==> src/rtl/assert_macros.svh <==
// assertion macros for the rtl file that carries checks
// depends on clk and arst_n being visible where a macro is used
`ifndef ASSERT_MACROS_SVH
`define ASSERT_MACROS_SVH

// property that holds at every clock edge outside reset
`define RCPF_ASSERT(lbl, prop, msg) \
	lbl: assert property (@(posedge clk) disable iff (!arst_n) (prop)) else $error(msg);

// consequent that holds in the clock after its antecedent
`define RCPF_ASSERT_NEXT(lbl, ante, cons, msg) \
	lbl: assert property (@(posedge clk) disable iff (!arst_n) (ante) |=> (cons)) else $error(msg);

`endif

==> src/rtl/rcpf_pkg.sv <==
// shared types, constants and helper functions of the rc packet framer
// no dependencies
`default_nettype none

package rcpf_pkg;

	localparam int CHANNEL_LIMIT = 10000;
	localparam int STICK_SPAN    = 500;
	localparam int STICK_CENTER  = 1500;
	localparam int QUANT_HALF    = CHANNEL_LIMIT / 2;

	localparam int IN_W      = 16;
	localparam int MAG_W     = 15;
	localparam int PROD_W    = 24;
	localparam int QUOT_W    = 9;
	localparam int SCALED_W  = 11;
	localparam int QLEVEL_W  = 2;

	// reciprocal of the limit for the scaling divide
	localparam int RECIP_SHIFT = 24;
	localparam int RECIP_W     = 25;
	localparam longint unsigned RECIP_VAL = (64'd1 << RECIP_SHIFT) / CHANNEL_LIMIT;

	localparam int NUM_STICKS = 5;
	localparam int LANE_T = 0;
	localparam int LANE_A = 1;
	localparam int LANE_E = 2;
	localparam int LANE_R = 3;
	localparam int LANE_X = 4;

	localparam int ID_W      = 32;
	localparam int CHAN_W    = 7;
	localparam int HOP_MOD   = 37;
	localparam int HOP_BASE  = 2;
	localparam int HOP_STEP  = 40;
	localparam int BIND_CHANNEL = 1;

	// weights of the id bytes modulo the hop modulus
	localparam int FOLD_W1 = 256 % HOP_MOD;
	localparam int FOLD_W2 = 65536 % HOP_MOD;
	localparam int FOLD_W3 = 16777216 % HOP_MOD;
	localparam int FOLD_W  = 15;
	localparam int FOLD_SHIFT = 16;
	localparam int FOLD_RECIP = 65536 / HOP_MOD;

	localparam int PAYLOAD_LEN = 15;
	localparam int IDX_W       = 4;
	localparam logic [IDX_W-1:0] LAST_INDEX = IDX_W'(PAYLOAD_LEN - 1);

	localparam logic [7:0] RX_ADDR0 = 8'h73;
	localparam logic [7:0] RX_ADDR1 = 8'h73;
	localparam logic [7:0] RX_ADDR2 = 8'h74;
	localparam logic [7:0] RX_ADDR3 = 8'h63;

	localparam logic [15:0] MASK_NIBBLE = 16'h00F0;
	localparam logic [15:0] MASK_MODE   = 16'h00C0;
	localparam logic [15:0] MASK_AUX    = 16'h0030;

	localparam int QUEUE_DEPTH = 2;
	localparam int QPTR_W = $clog2(QUEUE_DEPTH);
	localparam int QCNT_W = $clog2(QUEUE_DEPTH + 1);

	typedef struct packed {
		logic                                bind_frame;
		logic [NUM_STICKS-1:0][IN_W-1:0]     stick;
		logic [IN_W-1:0]                     mode_sw;
		logic [IN_W-1:0]                     aux_seven;
	} req_t;

	typedef struct packed {
		logic             neg;
		logic [MAG_W-1:0] mag;
	} stick_mag_t;

	typedef struct packed {
		logic                          bind_frame;
		logic [CHAN_W-1:0]             chan;
		logic [PAYLOAD_LEN-1:0][7:0]   data;
	} frame_t;

	function automatic stick_mag_t clamp_mag(input logic signed [IN_W-1:0] v);
		stick_mag_t r;
		int         vi;
		vi = int'(v);
		if (vi > CHANNEL_LIMIT) begin
			r.neg = 1'b0;
			r.mag = MAG_W'(CHANNEL_LIMIT);
		end else if (vi < -CHANNEL_LIMIT) begin
			r.neg = 1'b1;
			r.mag = MAG_W'(CHANNEL_LIMIT);
		end else if (vi < 0) begin
			r.neg = 1'b1;
			r.mag = MAG_W'(-vi);
		end else begin
			r.neg = 1'b0;
			r.mag = MAG_W'(vi);
		end
		return r;
	endfunction

	function automatic logic [QLEVEL_W-1:0] quantize2(input logic signed [IN_W-1:0] v);
		logic [QLEVEL_W-1:0] q;
		int                  vi;
		vi = int'(v);
		if (vi >= 0)
			q = (vi >= QUANT_HALF) ? 2'd3 : 2'd2;
		else
			q = (vi < -QUANT_HALF) ? 2'd0 : 2'd1;
		return q;
	endfunction

endpackage

`default_nettype wire

==> src/rtl/rc_control_packet_framer.sv <==
// top level of the rc control packet framer: front end, frame queue, serializer
// depends on rcpf_pkg, rcpf_front, rcpf_queue, rcpf_back and assert_macros.svh
//
// channel     direction  handshake                        payload
// config      in         cfg_valid / cfg_ready            cfg_data (transmitter id)
// request     in         push / full                      bind_frame, seven stick channels
// result      out        empty / pop                      payload_byte, byte_index,
//                                                         radio_channel, last_byte
//
// each request yields fifteen byte transactions, one per cycle from the serializer
// while pop keeps up and the queue holds a frame; the serializer sets the stream rate
// the first byte passes the three front stages, the queue and the result register
// after the request transaction, the first stage loaded at the accepting edge
// reset clears pipeline valids, queue pointers, hop select and the id register
// a stalled result side fills the two-entry queue, then the front pipeline holds
// and full rises; no clearing pass
`default_nettype none
`include "assert_macros.svh"

module rc_control_packet_framer import rcpf_pkg::*; (
	input  wire logic                   clk,
	input  wire logic                   arst_n,
	// configuration write channel
	input  wire logic                   cfg_valid,
	output logic                        cfg_ready,
	input  wire logic [ID_W-1:0]        cfg_data,
	// request side
	input  wire logic                   push,
	output logic                        full,
	input  wire logic                   bind_frame,
	input  wire logic signed [IN_W-1:0] throttle_in,
	input  wire logic signed [IN_W-1:0] aileron_in,
	input  wire logic signed [IN_W-1:0] elevator_in,
	input  wire logic signed [IN_W-1:0] rudder_in,
	input  wire logic signed [IN_W-1:0] mode_switch_in,
	input  wire logic signed [IN_W-1:0] aux_six_in,
	input  wire logic signed [IN_W-1:0] aux_seven_in,
	// result side
	output logic                        empty,
	input  wire logic                   pop,
	output logic [7:0]                  payload_byte,
	output logic [IDX_W-1:0]            byte_index,
	output logic [CHAN_W-1:0]           radio_channel,
	output logic                        last_byte
);

	req_t   req;
	frame_t fr_entry;
	frame_t head;
	logic   fr_push;
	logic   q_full;
	logic   q_empty;
	logic   q_pop;

	// helpers for the checks at the end
	logic             at_final;
	logic             mid_pop;
	logic [IDX_W-1:0] nxt_idx;
	logic             chan_in_band;

	// id register always takes a write
	assign cfg_ready = 1'b1;

	// pack the request transaction for the front end
	always_comb begin
		req.bind_frame     = bind_frame;
		req.stick[LANE_T]  = throttle_in;
		req.stick[LANE_A]  = aileron_in;
		req.stick[LANE_E]  = elevator_in;
		req.stick[LANE_R]  = rudder_in;
		req.stick[LANE_X]  = aux_six_in;
		req.mode_sw        = mode_switch_in;
		req.aux_seven      = aux_seven_in;
	end

	// clamp, scale and quantize, hop selection, frame bytes
	rcpf_front u_front (
		.clk      (clk),
		.arst_n   (arst_n),
		.cfg_we   (cfg_valid && cfg_ready),
		.cfg_data (cfg_data),
		.push     (push),
		.full     (full),
		.req      (req),
		.q_push   (fr_push),
		.q_entry  (fr_entry),
		.q_full   (q_full)
	);

	// decouples frame building from byte streaming
	rcpf_queue u_queue (
		.clk     (clk),
		.arst_n  (arst_n),
		.wr      (fr_push),
		.wr_data (fr_entry),
		.q_full  (q_full),
		.rd      (q_pop),
		.rd_data (head),
		.q_empty (q_empty)
	);

	// one byte per cycle into the result register while pop keeps up, checksum on the fly
	rcpf_back u_back (
		.clk           (clk),
		.arst_n        (arst_n),
		.head          (head),
		.q_empty       (q_empty),
		.q_pop         (q_pop),
		.empty         (empty),
		.pop           (pop),
		.payload_byte  (payload_byte),
		.byte_index    (byte_index),
		.radio_channel (radio_channel),
		.last_byte     (last_byte)
	);

	assign at_final     = (byte_index == LAST_INDEX);
	assign mid_pop      = pop && !empty && !last_byte;
	assign nxt_idx      = IDX_W'(byte_index + 1'b1);
	assign chan_in_band = (radio_channel >= CHAN_W'(BIND_CHANNEL))
		&& (radio_channel <= CHAN_W'(HOP_MOD - 1 + HOP_BASE + HOP_STEP));

	// last marker sits on the final index only
	`RCPF_ASSERT(a_last_on_final, !empty |-> (last_byte == at_final), "last marker off final byte")

	// inside a frame the next byte follows at once with the next index
	`RCPF_ASSERT_NEXT(a_index_step, mid_pop, !empty && byte_index == $past(nxt_idx), "index skip")

	// channel holds across a frame
	`RCPF_ASSERT_NEXT(a_chan_hold, mid_pop, radio_channel == $past(radio_channel), "channel moved")

	// channel stays in the legal band
	`RCPF_ASSERT(a_chan_range, !empty |-> chan_in_band, "radio channel out of band")

endmodule

`default_nettype wire

==> src/rtl/rcpf_front.sv <==
// front end: id register, hop pair, stick scaling pipeline and frame assembly
// depends on rcpf_pkg; feeds rcpf_queue
`default_nettype none

module rcpf_front import rcpf_pkg::*; (
	input  wire logic            clk,
	input  wire logic            arst_n,
	input  wire logic            cfg_we,
	input  wire logic [ID_W-1:0] cfg_data,
	input  wire logic            push,
	output logic                 full,
	input  wire req_t            req,
	output logic                 q_push,
	output frame_t               q_entry,
	input  wire logic            q_full
);

	logic [ID_W-1:0]   id_q;
	logic [FOLD_W-1:0] fold_q;
	logic [CHAN_W-1:0] hop0_q;
	logic              hop_sel_q;

	logic adv;

	logic                                 v_s1, v_s2, v_s3;
	logic                                 bind_s1, bind_s2, bind_s3;
	logic [QLEVEL_W-1:0]                  m_s1, m_s2, m_s3;
	logic [QLEVEL_W-1:0]                  s_s1, s_s2, s_s3;
	logic [NUM_STICKS-1:0]                neg_s1, neg_s2;
	logic [NUM_STICKS-1:0][PROD_W-1:0]    prod_s1, prod_s2;
	logic [NUM_STICKS-1:0][QUOT_W-1:0]    est_s2;
	logic [NUM_STICKS-1:0][SCALED_W-1:0]  val_s3;

	logic [NUM_STICKS-1:0][PROD_W-1:0]    prod_d;
	logic [NUM_STICKS-1:0]                neg_d;
	logic [NUM_STICKS-1:0][QUOT_W-1:0]    est_d;
	logic [NUM_STICKS-1:0][SCALED_W-1:0]  val_d;

	logic [FOLD_W-1:0] fold_d;
	logic [CHAN_W-1:0] hop0_d;
	logic [CHAN_W-1:0] hop1;

	// whole pipeline holds while the last stage cannot enter the queue
	assign adv    = !(v_s3 && q_full);
	assign full   = !adv;
	assign q_push = v_s3 && !q_full;

	// hop pair from the id: fold bytes by their residues, then one reduction
	always_comb begin
		logic [FOLD_W+FOLD_SHIFT-1:0] wide;
		logic [FOLD_W-1:0]            est;
		logic [FOLD_W-1:0]            rem;
		fold_d = FOLD_W'(int'(id_q[7:0]) + FOLD_W1 * int'(id_q[15:8])
			+ FOLD_W2 * int'(id_q[23:16]) + FOLD_W3 * int'(id_q[31:24]));
		wide   = (FOLD_W+FOLD_SHIFT)'(fold_q) * (FOLD_W+FOLD_SHIFT)'(FOLD_RECIP);
		est    = FOLD_W'(wide >> FOLD_SHIFT);
		rem    = FOLD_W'(int'(fold_q) - int'(est) * HOP_MOD);
		if (rem >= FOLD_W'(HOP_MOD))
			rem = FOLD_W'(int'(rem) - HOP_MOD);
		hop0_d = CHAN_W'(int'(rem) + HOP_BASE);
	end

	assign hop1 = CHAN_W'(int'(hop0_q) + HOP_STEP);

	always_ff @(posedge clk or negedge arst_n) begin
		if (!arst_n) begin
			id_q      <= '0;
			fold_q    <= '0;
			hop0_q    <= CHAN_W'(HOP_BASE);
			hop_sel_q <= 1'b0;
		end else begin
			if (cfg_we)
				id_q <= cfg_data;
			fold_q <= fold_d;
			hop0_q <= hop0_d;
			if (q_push && !bind_s3)
				hop_sel_q <= !hop_sel_q;
		end
	end

	// per lane: clamp and times span, reciprocal estimate, correction, offset from the centre
	always_comb begin
		stick_mag_t cm;
		logic [PROD_W+RECIP_W-1:0] wide;
		logic [PROD_W-1:0]         rem;
		logic [QUOT_W-1:0]         quo;
		for (int i = 0; i < NUM_STICKS; i++) begin
			cm        = clamp_mag(req.stick[i]);
			neg_d[i]  = cm.neg;
			prod_d[i] = PROD_W'(int'(cm.mag) * STICK_SPAN);
			wide      = (PROD_W+RECIP_W)'(prod_s1[i]) * (PROD_W+RECIP_W)'(RECIP_VAL);
			est_d[i]  = QUOT_W'(wide >> RECIP_SHIFT);
			rem       = prod_s2[i] - PROD_W'(int'(est_s2[i]) * CHANNEL_LIMIT);
			quo       = (rem >= PROD_W'(CHANNEL_LIMIT)) ? QUOT_W'(est_s2[i] + 1'b1) : est_s2[i];
			val_d[i]  = neg_s2[i] ? SCALED_W'(STICK_CENTER - int'(quo))
				: SCALED_W'(STICK_CENTER + int'(quo));
		end
	end

	always_ff @(posedge clk or negedge arst_n) begin
		if (!arst_n) begin
			v_s1 <= 1'b0;
			v_s2 <= 1'b0;
			v_s3 <= 1'b0;
		end else if (adv) begin
			v_s1 <= push;
			v_s2 <= v_s1;
			v_s3 <= v_s2;
		end
	end

	always_ff @(posedge clk) begin
		if (adv) begin
			bind_s1 <= req.bind_frame;
			m_s1    <= quantize2(req.mode_sw);
			s_s1    <= quantize2(req.aux_seven);
			neg_s1  <= neg_d;
			prod_s1 <= prod_d;
			bind_s2 <= bind_s1;
			m_s2    <= m_s1;
			s_s2    <= s_s1;
			neg_s2  <= neg_s1;
			prod_s2 <= prod_s1;
			est_s2  <= est_d;
			bind_s3 <= bind_s2;
			m_s3    <= m_s2;
			s_s3    <= s_s2;
			val_s3  <= val_d;
		end
	end

	// payload assembly
	always_comb begin
		logic [15:0] t, a, e, r, x, m, s;
		t = 16'(val_s3[LANE_T]);
		a = 16'(val_s3[LANE_A]);
		e = 16'(val_s3[LANE_E]);
		r = 16'(val_s3[LANE_R]);
		x = 16'(val_s3[LANE_X]);
		m = 16'(m_s3);
		s = 16'(s_s3);
		q_entry.bind_frame = bind_s3;
		q_entry.data       = '0;
		if (bind_s3) begin
			q_entry.chan     = CHAN_W'(BIND_CHANNEL);
			q_entry.data[0]  = id_q[31:24];
			q_entry.data[1]  = id_q[23:16];
			q_entry.data[2]  = id_q[15:8];
			q_entry.data[3]  = id_q[7:0];
			q_entry.data[4]  = RX_ADDR0;
			q_entry.data[5]  = RX_ADDR1;
			q_entry.data[6]  = RX_ADDR2;
			q_entry.data[7]  = RX_ADDR3;
			q_entry.data[8]  = id_q[31:24];
			q_entry.data[9]  = id_q[23:16];
			q_entry.data[10] = id_q[15:8];
			q_entry.data[11] = id_q[7:0];
		end else begin
			q_entry.chan    = hop_sel_q ? hop1 : hop0_q;
			q_entry.data[0] = 8'(hop0_q);
			q_entry.data[1] = 8'(hop1);
			q_entry.data[2] = 8'(((m << 6) & MASK_MODE) | ((s << 4) & MASK_AUX) | (t >> 8));
			q_entry.data[3] = t[7:0];
			q_entry.data[4] = 8'(((x >> 4) & MASK_NIBBLE) | (a >> 8));
			q_entry.data[5] = a[7:0];
			q_entry.data[6] = 8'((x & MASK_NIBBLE) | (e >> 8));
			q_entry.data[7] = e[7:0];
			q_entry.data[8] = 8'(((x << 4) & MASK_NIBBLE) | (r >> 8));
			q_entry.data[9] = r[7:0];
		end
	end

endmodule

`default_nettype wire

==> src/rtl/rcpf_queue.sv <==
// short frame queue between the front end and the byte serializer
// depends on rcpf_pkg
`default_nettype none

module rcpf_queue import rcpf_pkg::*; (
	input  wire logic   clk,
	input  wire logic   arst_n,
	input  wire logic   wr,
	input  wire frame_t wr_data,
	output logic        q_full,
	input  wire logic   rd,
	output frame_t      rd_data,
	output logic        q_empty
);

	frame_t            mem_q [QUEUE_DEPTH];
	logic [QPTR_W-1:0] wptr_q, rptr_q;
	logic [QCNT_W-1:0] cnt_q;
	logic              do_wr, do_rd;

	assign q_full  = (cnt_q == QCNT_W'(QUEUE_DEPTH));
	assign q_empty = (cnt_q == '0);
	assign do_wr   = wr && !q_full;
	assign do_rd   = rd && !q_empty;
	assign rd_data = mem_q[rptr_q];

	always_ff @(posedge clk) begin
		if (do_wr)
			mem_q[wptr_q] <= wr_data;
	end

	always_ff @(posedge clk or negedge arst_n) begin
		if (!arst_n) begin
			wptr_q <= '0;
			rptr_q <= '0;
			cnt_q  <= '0;
		end else begin
			if (do_wr)
				wptr_q <= (wptr_q == QPTR_W'(QUEUE_DEPTH - 1)) ? '0 : QPTR_W'(wptr_q + 1'b1);
			if (do_rd)
				rptr_q <= (rptr_q == QPTR_W'(QUEUE_DEPTH - 1)) ? '0 : QPTR_W'(rptr_q + 1'b1);
			if (do_wr && !do_rd)
				cnt_q <= QCNT_W'(cnt_q + 1'b1);
			else if (do_rd && !do_wr)
				cnt_q <= QCNT_W'(cnt_q - 1'b1);
		end
	end

endmodule

`default_nettype wire

==> src/rtl/rcpf_back.sv <==
// back end: walks the queue head byte by byte into the result register
// depends on rcpf_pkg; reads rcpf_queue
`default_nettype none

module rcpf_back import rcpf_pkg::*; (
	input  wire logic        clk,
	input  wire logic        arst_n,
	input  wire frame_t      head,
	input  wire logic        q_empty,
	output logic             q_pop,
	output logic             empty,
	input  wire logic        pop,
	output logic [7:0]       payload_byte,
	output logic [IDX_W-1:0] byte_index,
	output logic [CHAN_W-1:0] radio_channel,
	output logic             last_byte
);

	logic              out_valid_q;
	logic [IDX_W-1:0]  idx_q;
	logic [7:0]        sum_q;
	logic [7:0]        byte_q;
	logic [IDX_W-1:0]  index_q;
	logic [CHAN_W-1:0] chan_q;
	logic              last_q;
	logic              load;
	logic              at_last;
	logic [7:0]        cur_byte;

	assign load    = !q_empty && (!out_valid_q || pop);
	assign at_last = (idx_q == LAST_INDEX);
	assign q_pop   = load && at_last;

	// checksum only on control frames
	assign cur_byte = at_last ? (head.bind_frame ? 8'h00 : sum_q) : head.data[idx_q];

	always_ff @(posedge clk or negedge arst_n) begin
		if (!arst_n) begin
			out_valid_q <= 1'b0;
			idx_q       <= '0;
			sum_q       <= '0;
		end else begin
			if (load) begin
				out_valid_q <= 1'b1;
				idx_q       <= at_last ? '0 : IDX_W'(idx_q + 1'b1);
				sum_q       <= at_last ? '0 : 8'(sum_q + cur_byte);
			end else if (pop) begin
				out_valid_q <= 1'b0;
			end
		end
	end

	always_ff @(posedge clk) begin
		if (load) begin
			byte_q  <= cur_byte;
			index_q <= idx_q;
			chan_q  <= head.chan;
			last_q  <= at_last;
		end
	end

	assign empty         = !out_valid_q;
	assign payload_byte  = byte_q;
	assign byte_index    = index_q;
	assign radio_channel = chan_q;
	assign last_byte     = last_q;

endmodule

`default_nettype wire
==> config.mk <==
export PLATFORM = sky130hd
export DESIGN_NAME = rc_control_packet_framer
export DESIGN_NICKNAME = d
export VERILOG_FILES = /design/src/rtl/rcpf_pkg.sv /design/src/rtl/rc_control_packet_framer.sv /design/src/rtl/rcpf_front.sv /design/src/rtl/rcpf_queue.sv /design/src/rtl/rcpf_back.sv
export VERILOG_INCLUDE_DIRS = /design/src /design/src/rtl
export SDC_FILE = /design/constraint.sdc
export NUM_CORES = 2
export LEC_CHECK = 0
export BUFFER_PORTS_ARGS = -buffer_cell sky130_fd_sc_hd__buf_2
export CORE_MARGIN = 2
export CORE_UTILIZATION = 50
export DETAILED_ROUTE_END_ITERATION = 10
export PLACE_DENSITY = 0.73
export SLEW_MARGIN = 0
export SYNTH_ARGS = -nofsm -noshare
export SYNTH_HDL_FRONTEND = slang
export SYNTH_HIERARCHICAL = 1
export SYNTH_SLANG_ARGS = --single-unit
==> constraint.sdc <==
create_clock -name clk -period 24 [get_ports clk]
set_clock_uncertainty 0.1 [all_clocks]
set_input_delay 2.4 -clock clk [delete_from_list [all_inputs] [get_ports clk]]
set_output_delay 2.4 -clock clk [all_outputs]
set_load 0.02 [all_outputs]
==> run_results.csv <==
group,metric,value,unit
cells_and_area,num-nets-final,9903,
cts,hold_buffers,0,
setup_path,timing.critical_path.to_type,"register",
cts,tritoncts,"yes",
run_status,outcome,"completed",
route,detailedRoute.firstPassIterationCount,5,
setup_path,critical-path-slowest-cell,"sky130_fd_sc_hd__a21oi_1",
sta,timing.final.crit_share,47.5,%
place,hpwlAfterDp,125000,um
cts,cts.repair_timing.setup_buffer_count,0,
global_route,global_route.overflow_total,0,
cells_and_area,final_instance_count_excl_fillers,9737,
cts,ctsHtreeMaxLevel,3,
place,rd_place_congestion,0.888,
floorplan,die_width,401,um
cts,cts_resized,0,
sta,timing.final.hold_violations,0,
route,wire_per_inst,15.8,um
min_path,hold_path_class,"reg2reg",
setup_path,worst-endpoint-arrival,11800,ps
cells_and_area,areaGrowthSynthToFinish,7.12,%
sta,tightestPinTransition,1030,ps
route,postRouteAntennaNets,0,
floorplan,floorplan.io_pins,173,
setup_path,critical_path.startpoint_type,"register",
cts,cts.sink_count,674,
global_route,overall_routing_resource_usage,19.6,%
floorplan,floorplan.rows,145,
yosys,avgSynthCellArea,10.6,sq um
global_route,antenna_found_initial,0,
sta,slew_headroom,31.4,%
setup_path,worst-endpoint-required,24400,ps
floorplan,floorplan.core_area,156000,sq um
sta,final_period_minus_worst_setup_slack,11400,ps
place,place.port_buffers,165,
floorplan,start_util,50.4,%
route,average_vias_per_placed_instance,5.33,
route,drt_iter0_drc,2812,
cts,clock_path_buffers,3,
setup_path,slowest_delay,730,ps
route,dr_drc_count,0,
run,timing.max_cap.violations,0,
cts,clk_pin_slew_worst_setup_hold_paths,60,ps
cells_and_area,share_of_final_layout_standard_cells_stronger_than_drive_strength_1,7.64,%
sta,final.setup.tns,0,ps
global_route,wire_length_of_the_first_global_routing_pass,264000,um
setup_path,path_class,"reg2reg",
cts,worstSkewPairLatency,680,ps
cts,number_of_buffers_created_by_cts,78,
yosys,number_of_instances_in_the_synthesized_netlist,7447,
yosys,post_synth_instance_area,78800,sq um
floorplan,die_h,401,um
setup_path,cpMostUsedCell,"sky130_fd_sc_hd__inv_1",
cts,clock-root-buffer,"sky130_fd_sc_hd__clkbuf_16",
cells_and_area,n_antenna_cell,0,
setup_path,critical_path.max_fanout,8,
yosys,synthesis.yosys.warnings,6,
global_route,number_of_global_route_vias_before_repair,54451,
sta,slew_violations,0,
floorplan,fp.dieArea,161000,sq um
sta,timing.final.setup_violations,0,
sta,grt_setup_unrepaired,"no",
global_route,pin_count_of_the_biggest_net_entering_global_routing,181,
sta,fmax,0.0877,GHz
route,drt-total-wl,154000,um
place,place_inst,9595,
route,via_count,51884,
==> path summary, 6_finish.rpt <==
check                      slack (ps)            endpoint         startpoint  depth (start not counted)
min reg2reg                       320   u_front/neg_s2[0]  u_front/neg_s1[0]                          0
min in group asynchronous        1780  u_front/fold_q[14]             arst_n                          1
max in group asynchronous       21250      u_queue/rptr_q             arst_n                          1
min                               320   u_front/neg_s2[0]  u_front/neg_s1[0]                          0
max reg2reg                     12600   u_front/hop0_q[5]  u_front/fold_q[4]                         41
max                             12600   u_front/hop0_q[5]  u_front/fold_q[4]                         41
==> cell type report <==
type | instances | area, sq um
fillers | 13363 | 72000
clock inverters | 56 | 643
clock buffers | 86 | 1980
flip-flops and latches | 674 | 19900
repair buffers | 180 | 953
multi-input cells | 5034 | 52200
well taps | 2058 | 2570
inverters | 1649 | 6190
==> cell usage in the layout, fill, tap and decap left out, types with 16 or more instances in the layout <==
| cell type | count |
|---|---|
| sky130_fd_sc_hd__or3_1 | 78 |
| sky130_fd_sc_hd__and3_1 | 18 |
| sky130_fd_sc_hd__edfxtp_1 | 599 |
| sky130_fd_sc_hd__nor2_1 | 285 |
| sky130_fd_sc_hd__nand2b_1 | 80 |
| sky130_fd_sc_hd__a211oi_1 | 36 |
| sky130_fd_sc_hd__ha_1 | 1355 |
| sky130_fd_sc_hd__xnor2_1 | 262 |
| sky130_fd_sc_hd__dfrtp_1 | 72 |
| sky130_fd_sc_hd__nand4_1 | 35 |
| sky130_fd_sc_hd__and2_1 | 47 |
| sky130_fd_sc_hd__a21oi_1 | 284 |
| sky130_fd_sc_hd__o21a_1 | 52 |
| sky130_fd_sc_hd__o21bai_1 | 40 |
| sky130_fd_sc_hd__nor2b_1 | 63 |
| sky130_fd_sc_hd__clkbuf_16 | 78 |
| sky130_fd_sc_hd__mux2i_1 | 45 |
| sky130_fd_sc_hd__nor4_1 | 18 |
| sky130_fd_sc_hd__a21boi_0 | 23 |
| sky130_fd_sc_hd__fa_1 | 781 |
| sky130_fd_sc_hd__buf_2 | 164 |
| sky130_fd_sc_hd__or2_2 | 48 |
| sky130_fd_sc_hd__a31oi_1 | 26 |
| sky130_fd_sc_hd__nor3_1 | 95 |
| sky130_fd_sc_hd__mux4_2 | 26 |
| sky130_fd_sc_hd__nand3b_1 | 16 |
| sky130_fd_sc_hd__conb_1 | 22 |
| sky130_fd_sc_hd__nand2_1 | 224 |
| sky130_fd_sc_hd__o21ai_0 | 217 |
| sky130_fd_sc_hd__mux2_2 | 175 |
| sky130_fd_sc_hd__xor2_1 | 158 |
| sky130_fd_sc_hd__nand3_1 | 96 |
| sky130_fd_sc_hd__o31ai_1 | 36 |
| sky130_fd_sc_hd__inv_1 | 1647 |
| sky130_fd_sc_hd__o211ai_1 | 34 |
| sky130_fd_sc_hd__a21o_1 | 116 |
==> critical path, delay by kind of cell, from the launching register on <==
family | cells | cell delay (ps)
compound gates | 11 | 3320
xor+xnor | 1 | 160
fa+ha+maj | 12 | 4820
buf+inv | 8 | 550
flops | 1 | 490
mux | 2 | 490
simple gates | 7 | 1230
==> routing by layer <==
metal | share of wire (%) | global-route usage, % | vias to the layer above
met5 | 0 | 0 | -
met4 | 1.7 | 3.88 | 0
met3 | 3.7 | 1.97 | 181
met2 | 49 | 33.9 | 873
met1 | 46 | 26.9 | 25514
li1 | - | - | 25316
==> sequential cells by signal, indices dropped and copies added (netlist names), 4 cells and up <==
name / flops
u_front/prod_s2: 100
u_back/payload_byte: 8
u_back/radio_channel: 7
u_front/neg_s2: 5
u_front/neg_s1: 5
u_back/idx_q: 4
u_front/hop0_q: 7
u_front/est_s2: 45
u_front/fold_q: 15
u_back/sum_q: 8
u_queue/mem_q: 244
u_front/prod_s1: 110
u_front/id_q: 32
u_front/val_s3: 55
u_back/byte_index: 4
==> stage by stage <==
step | hold slack [ps] | util [%] | instance area [sq um] | worst slack (ps)
floorplan | 300 | - | 78900 | 12390
global placement | 305 | 52.3 | 81800 | 12750
detailed placement | 305 | 52.3 | 81800 | 12560
CTS | 321 | 54.0 | 84400 | 12500
global route | 325 | 54.0 | 84400 | 11790
finish | 322 | 54.0 | 84400 | 12600
Power is not shown: default switching activity piles up to over one toggle a cycle in this logic, so the estimate is an artifact.
